$ cat config.mk
export PLATFORM = sky130hd
export DESIGN_NAME = ps2_mouse_packet_cursor_top_flat
export DESIGN_NICKNAME = d
export VERILOG_FILES = /design/src/hw/rtl/pmpc_pkg.sv /design/src/hw/rtl/pmpc_if.sv /design/src/hw/rtl/pmpc_front.sv /design/src/hw/rtl/pmpc_queue.sv /design/src/hw/rtl/pmpc_back.sv /design/src/hw/rtl/ps2_mouse_packet_cursor_top.sv /design/src/flat_wrapper.sv
export SDC_FILE = /design/constraint.sdc
export NUM_CORES = 1
export LEC_CHECK = 0
export ABC_AREA = 1
export BUFFER_PORTS_ARGS = -buffer_cell sky130_fd_sc_hd__buf_2
export CAP_MARGIN = 15
export CORE_MARGIN = 4
export CORE_UTILIZATION = 25
export DETAILED_ROUTE_END_ITERATION = 12
export PLACE_DENSITY = 0.38
export SLEW_MARGIN = 20
export SYNTH_ARGS = -nofsm -noshare
export SYNTH_HDL_FRONTEND = slang
export SYNTH_HIERARCHICAL = 1
export SYNTH_SLANG_ARGS = --single-unit
$ cat constraint.sdc
create_clock -name clk -period 5.7 [get_ports clk]
set_input_delay 0.57 -clock clk [delete_from_list [all_inputs] [get_ports clk]]
set_output_delay 0.57 -clock clk [all_outputs]
set_load 0.03 [all_outputs]
$ cat src/hw/rtl/pmpc_pkg.sv
// Package for the PS/2 mouse packet cursor block: packet word, config bus,
// bit positions of the packet flag byte and register map. No dependencies.
`default_nettype none

package pmpc_pkg;

	// flag byte (packet byte 0) bit positions
	localparam int unsigned SyncBit  = 3;
	localparam int unsigned XSignBit = 4;
	localparam int unsigned YSignBit = 5;
	localparam int unsigned XOvfBit  = 6;
	localparam int unsigned YOvfBit  = 7;
	localparam int unsigned BtnLBit  = 0;
	localparam int unsigned BtnRBit  = 1;
	localparam int unsigned BtnMBit  = 2;

	// framing position of the next byte
	localparam logic [1:0] IDX_FIRST  = 2'd0;
	localparam logic [1:0] IDX_SECOND = 2'd1;
	localparam logic [1:0] IDX_THIRD  = 2'd2;

	// register map (byte address 4*index)
	localparam int unsigned PaddrW = 3;
	localparam logic REG_WIDTH  = 1'b0;
	localparam logic REG_HEIGHT = 1'b1;

	localparam logic [15:0] WIDTH_RST  = 16'd1024;
	localparam logic [15:0] HEIGHT_RST = 16'd768;

	// packet queue
	localparam int unsigned QDepth = 2;
	localparam int unsigned QPtrW  = $clog2(QDepth);
	localparam int unsigned QCntW  = $clog2(QDepth + 1);

	typedef struct packed {
		logic [7:0] flags;
		logic [7:0] dx_byte;
		logic [7:0] dy_byte;
	} packet_t;

	// screen size and re-centre request, front end of the register file
	typedef struct packed {
		logic        recentre;
		logic [15:0] width;
		logic [15:0] height;
	} cfg_t;

endpackage

`default_nettype wire

$ cat src/hw/rtl/pmpc_if.sv
// Channel interfaces of the PS/2 mouse packet cursor block: the input byte
// channel and the cursor word channel. No dependencies.
`default_nettype none

interface pmpc_byte_if;
	logic       valid;
	logic       ready;
	logic [7:0] data_byte;
	logic       from_aux;

	modport source (output valid, output data_byte, output from_aux, input ready);
	modport sink (input valid, input data_byte, input from_aux, output ready);
endinterface

interface pmpc_cursor_if;
	logic        valid;
	logic        ready;
	logic [15:0] cursor_x;
	logic [15:0] cursor_y;
	logic        button_left;
	logic        button_right;
	logic        button_middle;

	modport source (output valid, output cursor_x, output cursor_y, output button_left,
		output button_right, output button_middle, input ready);
	modport sink (input valid, input cursor_x, input cursor_y, input button_left,
		input button_right, input button_middle, output ready);
endinterface

`default_nettype wire

$ cat src/hw/rtl/pmpc_front.sv
// Packet framer: takes bytes, drops keyboard bytes, resyncs on the sync bit,
// and pushes complete non-overflow packets. Depends on pmpc_pkg, pmpc_if.
`default_nettype none

module pmpc_front (
	input  wire logic             clk,
	input  wire logic             arst_n,
	pmpc_byte_if.sink             in_ch,
	input  wire logic             q_full,
	output pmpc_pkg::packet_t     push_data,
	output logic                  push
);

	logic [1:0] byte_idx_q;
	logic [7:0] store0_q;
	logic [7:0] store1_q;
	logic       take;

	assign in_ch.ready = !q_full;
	assign take = in_ch.valid && in_ch.ready && in_ch.from_aux;

	// third byte completes the packet; overflow packets are dropped here
	assign push = take && (byte_idx_q == pmpc_pkg::IDX_THIRD)
		&& !store0_q[pmpc_pkg::XOvfBit] && !store0_q[pmpc_pkg::YOvfBit];
	assign push_data = '{flags: store0_q, dx_byte: store1_q, dy_byte: in_ch.data_byte};

	// framing index
	always_ff @(posedge clk or negedge arst_n) begin
		if (!arst_n) begin
			byte_idx_q <= pmpc_pkg::IDX_FIRST;
		end else if (take) begin
			case (byte_idx_q)
				pmpc_pkg::IDX_SECOND: byte_idx_q <= pmpc_pkg::IDX_THIRD;
				pmpc_pkg::IDX_THIRD:  byte_idx_q <= pmpc_pkg::IDX_FIRST;
				default: begin
					if (in_ch.data_byte[pmpc_pkg::SyncBit]) begin
						byte_idx_q <= pmpc_pkg::IDX_SECOND;
					end
				end
			endcase
		end
	end

	// packet byte store
	always_ff @(posedge clk) begin
		if (take) begin
			case (byte_idx_q)
				pmpc_pkg::IDX_SECOND: store1_q <= in_ch.data_byte;
				pmpc_pkg::IDX_THIRD:  store1_q <= store1_q;
				default: begin
					if (in_ch.data_byte[pmpc_pkg::SyncBit]) begin
						store0_q <= in_ch.data_byte;
					end
				end
			endcase
		end
	end

endmodule

`default_nettype wire

$ cat src/hw/rtl/pmpc_queue.sv
// Short packet queue between framer and cursor unit.
// Depends on pmpc_pkg.
`default_nettype none

module pmpc_queue (
	input  wire logic              clk,
	input  wire logic              arst_n,
	input  wire logic              push,
	input  wire pmpc_pkg::packet_t push_data,
	input  wire logic              pop,
	output pmpc_pkg::packet_t      pop_data,
	output logic                   full,
	output logic                   empty
);

	pmpc_pkg::packet_t                  mem_q [pmpc_pkg::QDepth];
	logic [pmpc_pkg::QPtrW-1:0]         wr_ptr_q;
	logic [pmpc_pkg::QPtrW-1:0]         rd_ptr_q;
	logic [pmpc_pkg::QCntW-1:0]         cnt_q;

	assign full     = (cnt_q == pmpc_pkg::QCntW'(pmpc_pkg::QDepth));
	assign empty    = (cnt_q == '0);
	assign pop_data = mem_q[rd_ptr_q];

	// pointers and fill count
	always_ff @(posedge clk or negedge arst_n) begin
		if (!arst_n) begin
			wr_ptr_q <= '0;
			rd_ptr_q <= '0;
			cnt_q    <= '0;
		end else begin
			if (push) begin
				wr_ptr_q <= wr_ptr_q + 1'b1;
			end
			if (pop) begin
				rd_ptr_q <= rd_ptr_q + 1'b1;
			end
			if (push && !pop) begin
				cnt_q <= cnt_q + 1'b1;
			end else if (pop && !push) begin
				cnt_q <= cnt_q - 1'b1;
			end
		end
	end

	// storage
	always_ff @(posedge clk) begin
		if (push) begin
			mem_q[wr_ptr_q] <= push_data;
		end
	end

endmodule

`default_nettype wire

$ cat src/hw/rtl/pmpc_back.sv
// Cursor unit: applies a packet to the position, clamps to the screen and
// holds the cursor word in an output register. Depends on pmpc_pkg, pmpc_if.
`default_nettype none

module pmpc_back (
	input  wire logic              clk,
	input  wire logic              arst_n,
	input  wire pmpc_pkg::cfg_t    cfg,
	input  wire pmpc_pkg::packet_t pkt,
	input  wire logic              q_empty,
	output logic                   pop,
	pmpc_cursor_if.source          out_ch
);

	logic [31:0] pos_x_q;
	logic [31:0] pos_y_q;
	logic        out_valid_q;
	logic [15:0] out_x_q;
	logic [15:0] out_y_q;
	logic [2:0]  out_btn_q;

	logic [31:0] dx;
	logic [31:0] dy;
	logic [31:0] sum_x;
	logic [31:0] sum_y;
	logic [31:0] clamp_x;
	logic [31:0] clamp_y;
	logic        emit;

	assign pop = !q_empty && (!out_valid_q || out_ch.ready);

	// 9-bit signed deltas, sign taken from the flag byte
	assign dx = {{24{pkt.flags[pmpc_pkg::XSignBit]}}, pkt.dx_byte};
	assign dy = {{24{pkt.flags[pmpc_pkg::YSignBit]}}, pkt.dy_byte};
	assign sum_x = pos_x_q + dx;
	assign sum_y = pos_y_q - dy;

	// clamp: negative to zero, at or past the edge to size-1
	always_comb begin
		if (sum_x[31]) begin
			clamp_x = '0;
		end else if (sum_x >= {16'd0, cfg.width}) begin
			clamp_x = {16'd0, cfg.width - 16'd1};
		end else begin
			clamp_x = sum_x;
		end
		if (sum_y[31]) begin
			clamp_y = '0;
		end else if (sum_y >= {16'd0, cfg.height}) begin
			clamp_y = {16'd0, cfg.height - 16'd1};
		end else begin
			clamp_y = sum_y;
		end
	end

	assign emit = (cfg.width != '0) && (cfg.height != '0);

	// position and output valid
	always_ff @(posedge clk or negedge arst_n) begin
		if (!arst_n) begin
			pos_x_q     <= {17'd0, pmpc_pkg::WIDTH_RST[15:1]};
			pos_y_q     <= {17'd0, pmpc_pkg::HEIGHT_RST[15:1]};
			out_valid_q <= 1'b0;
		end else begin
			if (cfg.recentre) begin
				pos_x_q <= {17'd0, cfg.width[15:1]};
				pos_y_q <= {17'd0, cfg.height[15:1]};
			end else if (pop) begin
				pos_x_q <= emit ? clamp_x : sum_x;
				pos_y_q <= emit ? clamp_y : sum_y;
			end
			if (pop) begin
				out_valid_q <= emit;
			end else if (out_ch.ready) begin
				out_valid_q <= 1'b0;
			end
		end
	end

	// cursor word
	always_ff @(posedge clk) begin
		if (pop && emit) begin
			out_x_q   <= clamp_x[15:0];
			out_y_q   <= clamp_y[15:0];
			out_btn_q <= pkt.flags[2:0];
		end
	end

	assign out_ch.valid         = out_valid_q;
	assign out_ch.cursor_x      = out_x_q;
	assign out_ch.cursor_y      = out_y_q;
	assign out_ch.button_left   = out_btn_q[pmpc_pkg::BtnLBit];
	assign out_ch.button_right  = out_btn_q[pmpc_pkg::BtnRBit];
	assign out_ch.button_middle = out_btn_q[pmpc_pkg::BtnMBit];

endmodule

`default_nettype wire

$ cat src/hw/rtl/ps2_mouse_packet_cursor_top.sv
// Top level of the PS/2 mouse packet cursor block: register file and the
// framer, queue and cursor unit. Depends on pmpc_pkg, pmpc_if and submodules.
//
//   channel   dir  word
//   in_ch     in   data_byte[7:0], from_aux
//   out_ch    out  cursor_x[15:0], cursor_y[15:0], button_left/right/middle
//   apb       in   screen_width @0x0, screen_height @0x4
//
// One byte accepted per cycle while the queue is not full. The framer pushes a
// packet on its third byte; the cursor unit pops it when the output register is
// free or being read, and the cursor word is valid in the cycle after the pop. A two-entry queue
// and the output register decouple the sides, so a stalled output fills the
// queue before in_ch.ready drops. Reset clears framing, queue and output
// valid and centres the cursor on a 1024x768 screen.
`default_nettype none

module ps2_mouse_packet_cursor_top (
	input  wire logic                         clk,
	input  wire logic                         arst_n,
	pmpc_byte_if.sink                         in_ch,
	pmpc_cursor_if.source                     out_ch,
	input  wire logic                         psel,
	input  wire logic                         penable,
	input  wire logic                         pwrite,
	input  wire logic [pmpc_pkg::PaddrW-1:0]  paddr,
	input  wire logic [31:0]                  pwdata,
	output logic [31:0]                       prdata,
	output logic                              pready
);

	logic [15:0]        width_q;
	logic [15:0]        height_q;
	logic               wr_en;
	pmpc_pkg::cfg_t     cfg;
	pmpc_pkg::packet_t  push_data;
	pmpc_pkg::packet_t  pop_data;
	logic               push;
	logic               pop;
	logic               q_full;
	logic               q_empty;

	assign pready = 1'b1;
	assign wr_en  = psel && penable && pwrite && pready;

	// register file
	always_ff @(posedge clk or negedge arst_n) begin
		if (!arst_n) begin
			width_q  <= pmpc_pkg::WIDTH_RST;
			height_q <= pmpc_pkg::HEIGHT_RST;
		end else if (wr_en) begin
			case (paddr[2])
				pmpc_pkg::REG_WIDTH:  width_q  <= pwdata[15:0];
				pmpc_pkg::REG_HEIGHT: height_q <= pwdata[15:0];
				default: width_q <= width_q;
			endcase
		end
	end

	// read-back
	always_comb begin
		case (paddr[2])
			pmpc_pkg::REG_WIDTH:  prdata = {16'd0, width_q};
			pmpc_pkg::REG_HEIGHT: prdata = {16'd0, height_q};
			default: prdata = '0;
		endcase
	end

	// sizes seen by the cursor unit, with a write's value forwarded for re-centring
	always_comb begin
		cfg.recentre = wr_en;
		cfg.width    = width_q;
		cfg.height   = height_q;
		if (wr_en && (paddr[2] == pmpc_pkg::REG_WIDTH)) begin
			cfg.width = pwdata[15:0];
		end
		if (wr_en && (paddr[2] == pmpc_pkg::REG_HEIGHT)) begin
			cfg.height = pwdata[15:0];
		end
	end

	pmpc_front u_front (
		.clk       (clk),
		.arst_n    (arst_n),
		.in_ch     (in_ch),
		.q_full    (q_full),
		.push_data (push_data),
		.push      (push)
	);

	pmpc_queue u_queue (
		.clk       (clk),
		.arst_n    (arst_n),
		.push      (push),
		.push_data (push_data),
		.pop       (pop),
		.pop_data  (pop_data),
		.full      (q_full),
		.empty     (q_empty)
	);

	pmpc_back u_back (
		.clk     (clk),
		.arst_n  (arst_n),
		.cfg     (cfg),
		.pkt     (pop_data),
		.q_empty (q_empty),
		.pop     (pop),
		.out_ch  (out_ch)
	);

endmodule

`default_nettype wire

$ cat src/flat_wrapper.sv
// flat-port wrapper written by rule: the top's interface ports become plain ports
module ps2_mouse_packet_cursor_top_flat 
  (clk, arst_n, psel, penable, pwrite, paddr, pwdata, prdata, pready, in_ch_valid, in_ch_data_byte, in_ch_from_aux, in_ch_ready, out_ch_valid, out_ch_cursor_x, out_ch_cursor_y, out_ch_button_left, out_ch_button_right, out_ch_button_middle, out_ch_ready);
  pmpc_byte_if in_ch_i ();
  pmpc_cursor_if out_ch_i ();
  input  wire logic clk;
  input  wire logic arst_n;
  input  wire logic psel;
  input  wire logic penable;
  input  wire logic pwrite;
  input  wire logic [pmpc_pkg::PaddrW-1:0] paddr;
  input  wire logic [31:0] pwdata;
  output logic [31:0] prdata;
  output logic pready;
  input wire logic [$bits(in_ch_i.valid)-1:0] in_ch_valid;
  input wire logic [$bits(in_ch_i.data_byte)-1:0] in_ch_data_byte;
  input wire logic [$bits(in_ch_i.from_aux)-1:0] in_ch_from_aux;
  output wire logic [$bits(in_ch_i.ready)-1:0] in_ch_ready;
  output wire logic [$bits(out_ch_i.valid)-1:0] out_ch_valid;
  output wire logic [$bits(out_ch_i.cursor_x)-1:0] out_ch_cursor_x;
  output wire logic [$bits(out_ch_i.cursor_y)-1:0] out_ch_cursor_y;
  output wire logic [$bits(out_ch_i.button_left)-1:0] out_ch_button_left;
  output wire logic [$bits(out_ch_i.button_right)-1:0] out_ch_button_right;
  output wire logic [$bits(out_ch_i.button_middle)-1:0] out_ch_button_middle;
  input wire logic [$bits(out_ch_i.ready)-1:0] out_ch_ready;
  assign in_ch_i.valid = in_ch_valid;
  assign in_ch_i.data_byte = in_ch_data_byte;
  assign in_ch_i.from_aux = in_ch_from_aux;
  assign in_ch_ready = in_ch_i.ready;
  assign out_ch_valid = out_ch_i.valid;
  assign out_ch_cursor_x = out_ch_i.cursor_x;
  assign out_ch_cursor_y = out_ch_i.cursor_y;
  assign out_ch_button_left = out_ch_i.button_left;
  assign out_ch_button_right = out_ch_i.button_right;
  assign out_ch_button_middle = out_ch_i.button_middle;
  assign out_ch_i.ready = out_ch_ready;
  ps2_mouse_packet_cursor_top u_core (.clk(clk), .arst_n(arst_n), .in_ch(in_ch_i), .out_ch(out_ch_i), .psel(psel), .penable(penable), .pwrite(pwrite), .paddr(paddr), .pwdata(pwdata), .prdata(prdata), .pready(pready));
endmodule
==> results of run 1 <==
==> power groups by stage <==
stage | logic [mW] | clock network, mW | registers (mW)
after floorplan | 3.27 | 0 | 2.21
after global placement | 4.84 | 0 | 2.05
after detailed placement | 4.86 | 0 | 2.05
after CTS | 4.88 | 1.34 | 2.03
after global routing | 5.47 | 1.39 | 2.06
final | 4.82 | 1.26 | 2.03
==> final cells by class <==
cell class / count / area share [%]
antenna: 1 / 0.0144
multi-input combinational: 1607 / 48.1
timing repair buffer: 110 / 3.53
inverter: 382 / 8.23
tap: 837 / 6.01
clock buffer: 18 / 2.46
sequential: 195 / 30.7
clock inverter: 14 / 0.969
==> cell usage in the layout, fill, tap and decap left out, types with 7 or more instances in the layout <==
| cell type | count |
|---|---|
| nand3_1 | 147 |
| buf_4 | 26 |
| buf_2 | 84 |
| clkbuf_16 | 17 |
| ha_1 | 99 |
| dfrtp_1 | 97 |
| nand3b_1 | 13 |
| nor2_4 | 7 |
| xor2_1 | 55 |
| inv_1 | 376 |
| conb_1 | 17 |
| nand4_1 | 48 |
| a21oi_1 | 40 |
| mux2_4 | 16 |
| nand2_2 | 23 |
| nand2_1 | 868 |
| nor2_2 | 8 |
| nor3_1 | 16 |
| o21ai_0 | 9 |
| nor2_1 | 146 |
| o211ai_1 | 30 |
| o41ai_1 | 10 |
| edfxtp_1 | 92 |
==> registers in the layout, indices dropped and copies added (netlist names), 3 cells and up <==
name and flops:
u_core/u_queue/mem_q 42, u_core/u_front/store0_q 7, u_core/u_back/out_ch.cursor_y 16, u_core/height_q 16
u_core/width_q 16, u_core/u_back/out_ch.cursor_x 16, u_core/u_back/out_btn_q 3, u_core/u_back/pos_x_q 32
u_core/u_back/pos_y_q 32, u_core/u_front/store1_q 8
==> critical path: stages (launching register included) <==
cell and delay (ps):
dfrtp_1 680, mux2_4 510, ha_1 440, nand2_1 130, nor2_1 250, and3_1 260, nand2_1 70, nand2_1 140
xor2_1 250, ha_1 300, a21oi_1 170, o31ai_1 90, nor2_1 110, nand2_1 60, nor2_1 80, nand2_1 90
nor2_4 300, buf_4 250, nand3_1 110, nand2_1 110, nor2_1 50
==> final timing paths <==
kind | from | to | slack [ps]
max in group asynchronous | arst_n | u_core/u_back/pos_y_q[10] | 4310
worst min register to register | u_core/u_front/store0_q[2] | u_core/u_queue/mem_q[0][18] | 450
worst max register to register | u_core/u_queue/rd_ptr_q | u_core/u_back/out_ch.cursor_x[9] | 960
worst max-delay path | u_core/u_queue/rd_ptr_q | u_core/u_back/out_ch.cursor_x[9] | 960
worst min-delay path | arst_n | u_core/u_back/pos_x_q[23] | 200
min in group clk | out_ch_ready | u_core/u_back/out_ch.valid | 270
==> per-stage QoR <==
stage / worst slack [ps] / utilization, %
final: 957 / 28.3
after global routing: 500 / 28.3
after CTS: 806 / 28.3
after detailed placement: 837 / 27.3
after global placement: 850 / 27.3
after floorplan: 1710 / -
==> layer usage <==
metal,wire length [um],vias to the layer above,global-route usage (%)
met3,1570,59,2.15
met5,0,-,0
li1,-,7144,-
met2,24700,230,26.8
met4,1220,0,5.53
met1,24400,6449,20.7
==> metrics.md, run 1 <==
| Metric | Value |
|---|---|
| Worst min path class | `in2async` |
| Number of vias per cell | `between 4 and 5` |
| Detail Placement HPWL | `41000 um` |
| Postcts setup bufs | `0` |
| Power per cell area | `about 470 nW/um2` |
| Hold_buf cts | `0` |
| Register share of total power | `between 20 and 30%` |
| YS warnings | `6` |
| Initial DRC count | `~750` |
| Clock latency on the worst-skew pair | `500 ps` |
| Crit path time final | `between 4000 and 5000 ps` |
| Pint | `approximately 4 mW` |
| Starting Density | `approximately a quarter` |
| Final wirelength | `51900 um` |
| CTS H-tree lvls | `4` |
| R2R depth | `20` |
| Tcrit/Tclk final | `83.2%` |
| Worst endpoint required time | `about 6000 ps` |
| Worst Path Max Fanout | `24` |
| CTS tree | `done` |
| Die Width | `257 um` |
| Initial antenna violation count | `1` |
| Data arrival, critical path | `roughly 5000 ps` |
| Clock transition at the registers of the reported paths | `~80 ps` |
| Comb pwr share | `between 50 and 60%` |
| Number of I/O pins | `roughly 120` |
| CTS root buffer | `clkbuf_16` |
| Slew HR | `between 30% and 40%` |
| Die Y | `approximately 260 um` |
| CTS buffer count | `17` |
| Slew Viols, Final | `0` |
| Slew @ Worst Pin | `about 1000 ps` |
| Via count | `13900` |
| Core ar. | `61600 um2` |
| Vias in the first global route | `about 14000` |
| PortBufs | `85` |
| Setup_tns | `0 ps` |
| Status | `finished, final reports clean` |
| Placed inst area | `16800 um2` |
| Total of fill cells in the finished design | `between 6000 and 7000` |
| Multi-input gate area | `~8400 um2` |
| Rows | `91` |
| First-pass GRT wire length | `around 81000 um` |
| Register area | `approximately 5300 um2` |
| Mapped Area | `roughly 16000 um2` |
| Fin. Hold Viols | `0` |
| Largest net degree at the start of global routing | `63` |
| DR WL/cell | `between 15 and 20 um` |
| Crit end category | `register` |
| Avg Inst Size Synth | `just under 7 um2` |
| Final setup viols | `0` |
| Layout Cells excl Fill | `3164` |
| Final Skew | `around 14 ps` |
| Pwr Total | `slightly above 8 mW` |
| Max-cap viol count | `0` |
| CP Launch Type | `register` |
| Final Cell Area | `around 17000 um2` |
| VDD IR max | `0.285 mV` |
| Gp weighted congestion | `between 0.8 and 0.9` |
| Tot GR Track Use | `around 16%` |
| Gr ovfl total | `0` |
| Setup CP Type | `reg2reg` |
| Final nets | `around 2500` |
| Clock Sinks | `between 150 and 200` |
| DR DRC count | `0` |
| PostCTS Resize Cnt | `0` |
| Placed insts | `between 3000 and 4000` |
| Die area | `66200 um2` |
| Switching Share | `between 50% and 60%` |
| Final hold slack | `between 150 and 200 ps` |
| Max Clock Freq | `between 0.2 and 0.25 GHz` |
| Routed Antenna Nets | `0` |
| Psw | `4.20 mW` |
| Clock power share | `15.6%` |
| DR pass1 iterations | `5` |
| RSZ-0062 raised after global routing | `false` |
| CTS max path bufs | `2` |
| Synth Instances | `approximately 2200` |
| Layout cells sized above 1 | `under 10%` |
| Area growth, synth to finish | `12.1%` |
| Leakage | `9.35 nW` |
Note: power is estimated with default switching activity, not from simulation.
==> run 2: changes to the inputs <==
==> constraint.sdc (replaced) <==
create_clock -name clk -period 4.68 [get_ports clk]
set_input_delay 0.468 -clock clk [delete_from_list [all_inputs] [get_ports clk]]
set_output_delay 0.468 -clock clk [all_outputs]
set_load 0.03 [all_outputs]
==> run 2 against run 1 <==
Die area is the same. Cell area up 1.2%. Routed wire length up 0.49%. Via count is 0.37% higher. Count of clock-buffer cells in the layout did not move. Final cell count rose by 0.66%. Sequential share of layout area fell by 0.36 points. Sequential power grew 21%. Highest routed layer unchanged. Non-clock buffer count is 22 higher.
==> metrics.md, run 2 (synthesis results as in run 1) <==
| Metric | Value |
|---|---|
| Final wirelength | `52100 um (was 51900 um)` |
| Max Clock Freq | `0.231 GHz (was 0.211 GHz)` |
| Commonest non-fill, non-tap cell in the layout | `nand2_1 (unchanged)` |
| Die area | `66200 um2 (unchanged)` |
| Placed inst area | `16900 um2 (was 16800 um2)` |
| Via count | `13900 (about the same)` |
| Die Width | `257 um (unchanged)` |
| Final setup viols | `0 (unchanged)` |
| Fin. Hold Viols | `0 (unchanged)` |
| Initial DRC count | `694 (was 745)` |
| Leakage | `9.48 nW (was 9.35 nW)` |
| Pwr Total | `10.0 mW (was 8.11 mW)` |
| Final Skew | `14.0 ps (was 13.8 ps)` |
| Max FFs per register | `42 (unchanged)` |
| Final WS setup | `351 ps (was 957 ps)` |
| CTS tree | `done (unchanged)` |
| Commonest non-fill, non-tap cells in the layout | `nand2_1 (868), inv_1 (376), nand3_1 (146), nor2_1 (146), ha_1 (99) (was nand2_1 (868), inv_1 (376), nand3_1 (147))` |
| Tcrit/Tclk final | `92.5% (was 83.2%)` |
| Clock latency on the worst-skew pair | `500 ps (about the same)` |
| Setup CP Type | `reg2reg (unchanged)` |
| Number of I/O pins | `121 (unchanged)` |
| Initial antenna violation count | `1 (unchanged)` |
| Gp weighted congestion | `0.901 (was 0.892)` |
| Vias in the first global route | `14100 (was 14000)` |
| Worst Path Max Fanout | `19 (was 24)` |
| Layout cells sized above 1 | `10.6% (was 9.72%)` |
| Routed Antenna Nets | `0 (unchanged)` |
| Pre-CTS setup slack | `233 ps (was 837 ps)` |
| Tot GR Track Use | `15.9% (was 15.8%)` |
| Max incr delay on CP | `430 ps (was 680 ps)` |
| Slew Viols, Final | `0 (unchanged)` |
| Detail Placement HPWL | `41700 um (was 41000 um)` |
| Worst min path class | `in2reg (was in2async)` |
| Largest net degree at the start of global routing | `42 (was 63)` |
| CTS buffer count | `17 (unchanged)` |
| First-pass GRT wire length | `81200 um (was 80900 um)` |
| Crit path time final | `4330 ps (was 4740 ps)` |
| Crit end category | `register (unchanged)` |
| Die Y | `257 um (unchanged)` |
| Largest registers | `u_core/u_queue/mem_q: 42 flops, u_core/u_back/pos_x_q: 32 flops, u_core/u_back/pos_y_q: 32 flops (unchanged)` |
| Final Cell Area | `17600 um2 (was 17400 um2)` |
| PortBufs | `85 (unchanged)` |
| Area growth, synth to finish | `13.4% (was 12.1%)` |
| Slew @ Worst Pin | `919 ps (was 1010 ps)` |
| Starting Density | `25.2% (unchanged)` |
| CTS max path bufs | `2 (unchanged)` |
| Data arrival, critical path | `4570 ps (was 4990 ps)` |
| Status | `finished, final reports clean (unchanged)` |
| Crit-path slowest cell | `dfrtp_1 (unchanged)` |
| Slew HR | `38.7% (was 32.3%)` |
| Clock transition at the registers of the reported paths | `80 ps (about the same)` |
| CP Launch Type | `register (unchanged)` |
| Worst endpoint required time | `4920 ps (was 5950 ps)` |
| Cell Chain, Critical Path | `buf_12 > mux2_2 > ha_1 > fa_1 > nand2_1 > nand3_2 > nand2_1 > nand2_1 > xor2_2 > ha_1 > inv_1 > nor3_1 > a211oi_1 > nand2_1 > a21oi_4 > buf_4 > nand3_1 > nand2_1 > nor2_1 (was mux2_4 > ha_1 > nand2_1 > nor2_1 > and3_1 > nand2_1 > nand2_1 > xor2_1 > ha_1 > a21oi_1 > o31ai_1 > nor2_1 > nand2_1 > nor2_1 > nand2_1 > nor2_4 > buf_4 > nand3_1 > nand2_1 > nor2_1)` |
| Reg with most FFs | `u_core/u_queue/mem_q (unchanged)` |
| Power per cell area | `568 nW/um2 (was 466 nW/um2)` |
| Number of vias per cell | `4.37 (was 4.39)` |
| CTS H-tree lvls | `4 (unchanged)` |
| CTS root buffer | `clkbuf_16 (unchanged)` |
| VDD IR max | `0.341 mV (was 0.285 mV)` |
| Final nets | `2487 (was 2465)` |
| Rows | `91 (unchanged)` |
| Crit-path most repeated cell | `nand2_1 (unchanged)` |
| DR pass1 iterations | `5 (unchanged)` |
| Inserted Diodes | `0 (was 1)` |
| Core ar. | `61600 um2 (unchanged)` |
| Clock Sinks | `195 (unchanged)` |
| Gr ovfl total | `0 (unchanged)` |
| DR DRC count | `0 (unchanged)` |
| Max-cap viol count | `0 (unchanged)` |
| DR WL/cell | `16.4 um (about the same)` |
==> run 2: cell count changes in the layout (fill, tap and decap cells not counted), sizes merged <==
| cell | previous run | this run |
|---|---|---|
| buf | 110 | 131 |
| bufinv | 0 | 1 |
| clkinv | 9 | 10 |
| clkinvlp | 1 | 0 |
| diode | 1 | 0 |
| dlygate4sd3 | 0 | 1 |
| inv | 386 | 385 |
==> run 2: area by class of cell <==
cell class	count	area (um2)
clock inverter	14	166
clock buffer	18	429
tap	837	1050
multi-input combinational	1607	8400
sequential	195	5350
inverter	382	1430
fill	6815	44000
timing repair buffer	132	808
==> run 2: path summary, 6_finish.rpt <==
kind,endpoint,cells after the start,slack (ps),start
setup / recovery,u_core/u_back/out_ch.cursor_x[9],19,350,u_core/u_queue/rd_ptr_q
hold / removal,u_core/u_back/out_ch.valid,2,190,out_ch_ready
setup reg to reg,u_core/u_back/out_ch.cursor_x[9],19,350,u_core/u_queue/rd_ptr_q
hold reg to reg,u_core/u_queue/mem_q[0][10],0,450,u_core/u_front/store1_q[2]
max in group asynchronous,u_core/u_queue/wr_ptr_q,3,3270,arst_n
min in group asynchronous,u_core/u_back/pos_x_q[22],2,460,arst_n
==> run 2: critical path: cells and delay by family (launching register included) <==
family                   cells  cell delay (ps)
AO/OA/AOI/OAI                2              490
XOR/XNOR                     1              210
AND/OR/NAND/NOR              9             1030
flip-flops                   1              430
buffers and inverters        3              530
multiplexers                 1              400
adder cells (fa/ha/maj)      3              970
==> run 2: through the flow <==
step | hold WS [ps] | TNS, ps | cells | utilization (%)
after floorplan | 172 | 0 | 2254 | -
after global placement | 425 | 0 | 3143 | 27.5
after detailed placement | 427 | 0 | 3143 | 27.5
after CTS | 129 | 0 | 3176 | 28.5
after global routing | 155 | -6.69 | 3185 | 28.6
final | 189 | 0 | 3185 | 28.6
==> run 2: metal layers <==
metal | up-vias | track usage (%) | wire (um)
li1 | 7180 | - | -
met5 | - | 0 | 0
met4 | 0 | 5.64 | 1420
met2 | 270 | 26.6 | 24200
met3 | 70 | 2.47 | 1780
met1 | 6414 | 21.0 | 24700
==> run 2: what timing repair did <==
item | CTS | global route
endpoints found under the setup margin | 0 | 36
setup buffers | 0 | 9
hold buffers | 1 | 0
endpoints found under the hold margin | 26 | 0
gates resized for setup | 0 | 4
==> run 2: where the power goes <==
group / switching, mW / internal, mW
clock: 0.800 / 0.764
sequential: 0.226 / 2.23
combinational: 4.11 / 1.88
==> run 3: changes to the inputs <==
--- a/config.mk
+++ b/config.mk
@@ -10,6 +10,7 @@
 export CAP_MARGIN = 15
 export CORE_MARGIN = 4
 export CORE_UTILIZATION = 25
+export CTS_BUF_LIST = sky130_fd_sc_hd__clkbuf_8
 export DETAILED_ROUTE_END_ITERATION = 12
 export PLACE_DENSITY = 0.38
 export SLEW_MARGIN = 20
==> run 3 against run 2 <==
Total power is 3.6% lower. Largest power group unchanged. Flip-flop and latch count unchanged. Largest cell class unchanged. Cell area decreased by 1.1%. Critical path type unchanged.
==> metrics.md, run 3 (synthesis results as in run 1) <==
| Metric | Value |
|---|---|
| Worst Path Max Fanout | `19 (unchanged)` |
| Slew Viols, Final | `0 (unchanged)` |
| Final Skew | `20.0 ps (was 14.0 ps)` |
| PortBufs | `85 (unchanged)` |
| Status | `finished, final reports clean (unchanged)` |
| Worst endpoint required time | `5010 ps (was 4920 ps)` |
| Setup CP Type | `reg2reg (unchanged)` |
| Die area | `66200 um2 (unchanged)` |
| Max Clock Freq | `0.229 GHz (was 0.231 GHz)` |
| Die Y | `257 um (unchanged)` |
| Tot GR Track Use | `15.9% (about the same)` |
| DR WL/cell | `16.4 um (about the same)` |
| Commonest non-fill, non-tap cell in the layout | `nand2_1 (unchanged)` |
| Placed inst area | `16900 um2 (unchanged)` |
| Initial antenna violation count | `2 (was 1)` |
| Max incr delay on CP | `450 ps (was 430 ps)` |
| Via count | `13900 (about the same)` |
| Max-cap viol count | `0 (unchanged)` |
| Multi-input gate area | `8400 um2 (unchanged)` |
| Final setup viols | `0 (unchanged)` |
| Final wirelength | `52200 um (was 52100 um)` |
| CTS buffer count | `17 (unchanged)` |
| Crit-path slowest cell | `dfrtp_2 (was dfrtp_1)` |
| Slew @ Worst Pin | `904 ps (was 919 ps)` |
| Detail Placement HPWL | `41700 um (unchanged)` |
| Crit end category | `register (unchanged)` |
| Largest net degree at the start of global routing | `42 (unchanged)` |
| Clock transition at the registers of the reported paths | `120 ps (was 80 ps)` |
| Reg with most FFs | `u_core/u_queue/mem_q (unchanged)` |
| R2r endpoint | `u_core/u_back/out_ch.cursor_x[9] (unchanged)` |
| Final nets | `2486 (was 2487)` |
| Clock latency on the worst-skew pair | `580 ps (was 500 ps)` |
| Max FFs per register | `42 (unchanged)` |
| Routed Antenna Nets | `0 (unchanged)` |
| Die Width | `257 um (unchanged)` |
| Met1 wire length | `24800 um (was 24700 um)` |
| Number of I/O pins | `121 (unchanged)` |
| Crit path time final | `4370 ps (was 4330 ps)` |
| Leakage | `9.39 nW (was 9.48 nW)` |
| DR pass1 iterations | `5 (unchanged)` |
| Clock Sinks | `195 (unchanged)` |
| Slew HR | `39.7% (was 38.7%)` |
| Critical path origin | `u_core/u_queue/rd_ptr_q (unchanged)` |
| Layout Cells excl Fill | `3185 (unchanged)` |
| Worst setup path end | `u_core/u_back/out_ch.cursor_x[9] (unchanged)` |
| Layout cells sized above 1 | `10.7% (was 10.6%)` |
| Placed insts | `3143 (unchanged)` |
| Worst min path class | `in2reg (unchanged)` |
| Pwr Total | `9.65 mW (was 10.0 mW)` |
| Core ar. | `61600 um2 (unchanged)` |
| Fin. Hold Viols | `0 (unchanged)` |
| R2r setup slk | `310 ps (was 350 ps)` |
| Power per cell area | `553 nW/um2 (was 568 nW/um2)` |
| Max layer used | `met4 (unchanged)` |
| Gr ovfl total | `0 (unchanged)` |
| Crit-path most repeated cell | `nand2_1 (unchanged)` |
| Gp weighted congestion | `0.901 (unchanged)` |
| Number of vias per cell | `4.37 (about the same)` |
| DR DRC count | `0 (unchanged)` |
| Total of fill cells in the finished design | `6840 (was 6815)` |
| VDD IR max | `0.252 mV (was 0.341 mV)` |
| Largest registers | `u_core/u_queue/mem_q: 42 flops, u_core/u_back/pos_x_q: 32 flops, u_core/u_back/pos_y_q: 32 flops (unchanged)` |
| Vias in the first global route | `14100 (about the same)` |
| Setup_tns | `0 ps (unchanged)` |
| Routed met2 length | `24200 um (about the same)` |
| R2R depth | `18 (was 19)` |
| Initial DRC count | `703 (was 694)` |
| Commonest non-fill, non-tap cells in the layout | `nand2_1 (868), inv_1 (377), nand3_1 (146), nor2_1 (146), ha_1 (99) (was nand2_1 (868), inv_1 (376), nand3_1 (146), nor2_1 (146), ha_1 (99))` |
| Rows | `91 (unchanged)` |
| Starting Density | `25.2% (unchanged)` |
| Data arrival, critical path | `4690 ps (was 4570 ps)` |
| CP Launch Type | `register (unchanged)` |
| Area growth, synth to finish | `12.2% (was 13.4%)` |
| Final Cell Area | `17400 um2 (was 17600 um2)` |
| CTS tree | `done (unchanged)` |
| Hold Path Cell Cnt | `2 (unchanged)` |
| CTS H-tree lvls | `4 (unchanged)` |
| Cell Chain, Critical Path | `buf_12 > mux2_4 > ha_1 > nand2_1 > nor2_1 > nand3_1 > nand3b_1 > xor2_1 > ha_1 > a21oi_1 > nor3_1 > a211oi_1 > nand2_1 > a21oi_4 > buf_4 > nand3_1 > nand2_1 > nor2_1 (was buf_12 > mux2_2 > ha_1 > fa_1 > nand2_1 > nand3_2 > nand2_1 > nand2_1 > xor2_2 > ha_1 > inv_1 > nor3_1 > a211oi_1 > nand2_1 > a21oi_4 > buf_4 > nand3_1 > nand2_1 > nor2_1)` |
| CTS root buffer | `clkbuf_8 (was clkbuf_16)` |
| Tcrit/Tclk final | `93.3% (was 92.5%)` |
| First-pass GRT wire length | `81200 um (about the same)` |
| Reg2Reg Launch Point | `u_core/u_queue/rd_ptr_q (unchanged)` |
| CTS max path bufs | `2 (unchanged)` |
| Register area | `5350 um2 (about the same)` |
| Met3 WL | `1660 um (was 1780 um)` |
## run 3: changes by cell type in the layout (fill, tap and decap cells not counted), sizes merged
cell,before,now
diode,0,1
inv,385,386
clkbuf,18,17
buf,131,130
## run 3: how the worst min path moves through the flow
stage | from | to | slack (ps)
after floorplan | arst_n | u_core/height_q[0] | 170
after global placement | u_core/u_front/store0_q[2] | u_core/u_queue/mem_q[0][18] | 420
after detailed placement | arst_n | u_core/u_back/pos_x_q[22] | 430
after CTS | out_ch_ready | u_core/u_back/out_ch.valid | 6
after global routing | in_ch_data_byte[1] | u_core/u_queue/mem_q[1][1] | 50
final | out_ch_ready | u_core/u_back/out_ch.valid | 110
## run 3: critical path: cells and delay by family, from the launching register on
| family | cells | cell delay (ps) |
|---|---|---|
| xor+xnor | 1 | 240 |
| mux | 1 | 390 |
| simple gates | 9 | 1300 |
| flops | 1 | 450 |
| fa+ha+maj | 2 | 670 |
| buf+inv | 2 | 420 |
| compound gates | 3 | 640 |
## run 3: power by group
part / internal (mW) / total, mW / leakage (nW) / switching, mW
Sequential: 2.23 / 2.46 / 2.20 / 0.228
Clock: 0.448 / 1.21 / 0.211 / 0.759
Combinational: 1.87 / 5.98 / 6.98 / 4.11
Total: 4.55 / 9.65 / 9.39 / 5.10
## run 3: stage by stage
stage	util (%)	setup WS (ps)	hold WS [ps]
floorplan	-	692	172
global placement	27.5	292	425
detailed placement	27.5	233	427
CTS	28.2	188	5.91
global route	28.3	-1.17	50.1
finish	28.3	314	106
## run 3: layer usage
layer  GRT usage [%]  up-vias
met3            2.44       70
met2            26.6      238
met1            21.0     6432
met4            5.67        0
li1                -     7173
met5               0        -
## run 3: final cells by class
class,count,area share (%)
multi-input combinational,1607,48.2
sequential,195,30.7
inverter,382,8.22
tap,837,6.01
timing repair buffer,131,4.59
clock buffer,17,1.34
clock inverter,15,0.976
antenna,1,0.0144
## run 3: repair_timing
item                                   4_1_cts  5_1_grt
endpoints found under the hold margin       26        0
resized for setup                            0        5
setup buffers                                0        8
setup endpoints to repair                    0       38
hold buffers                                 1        0
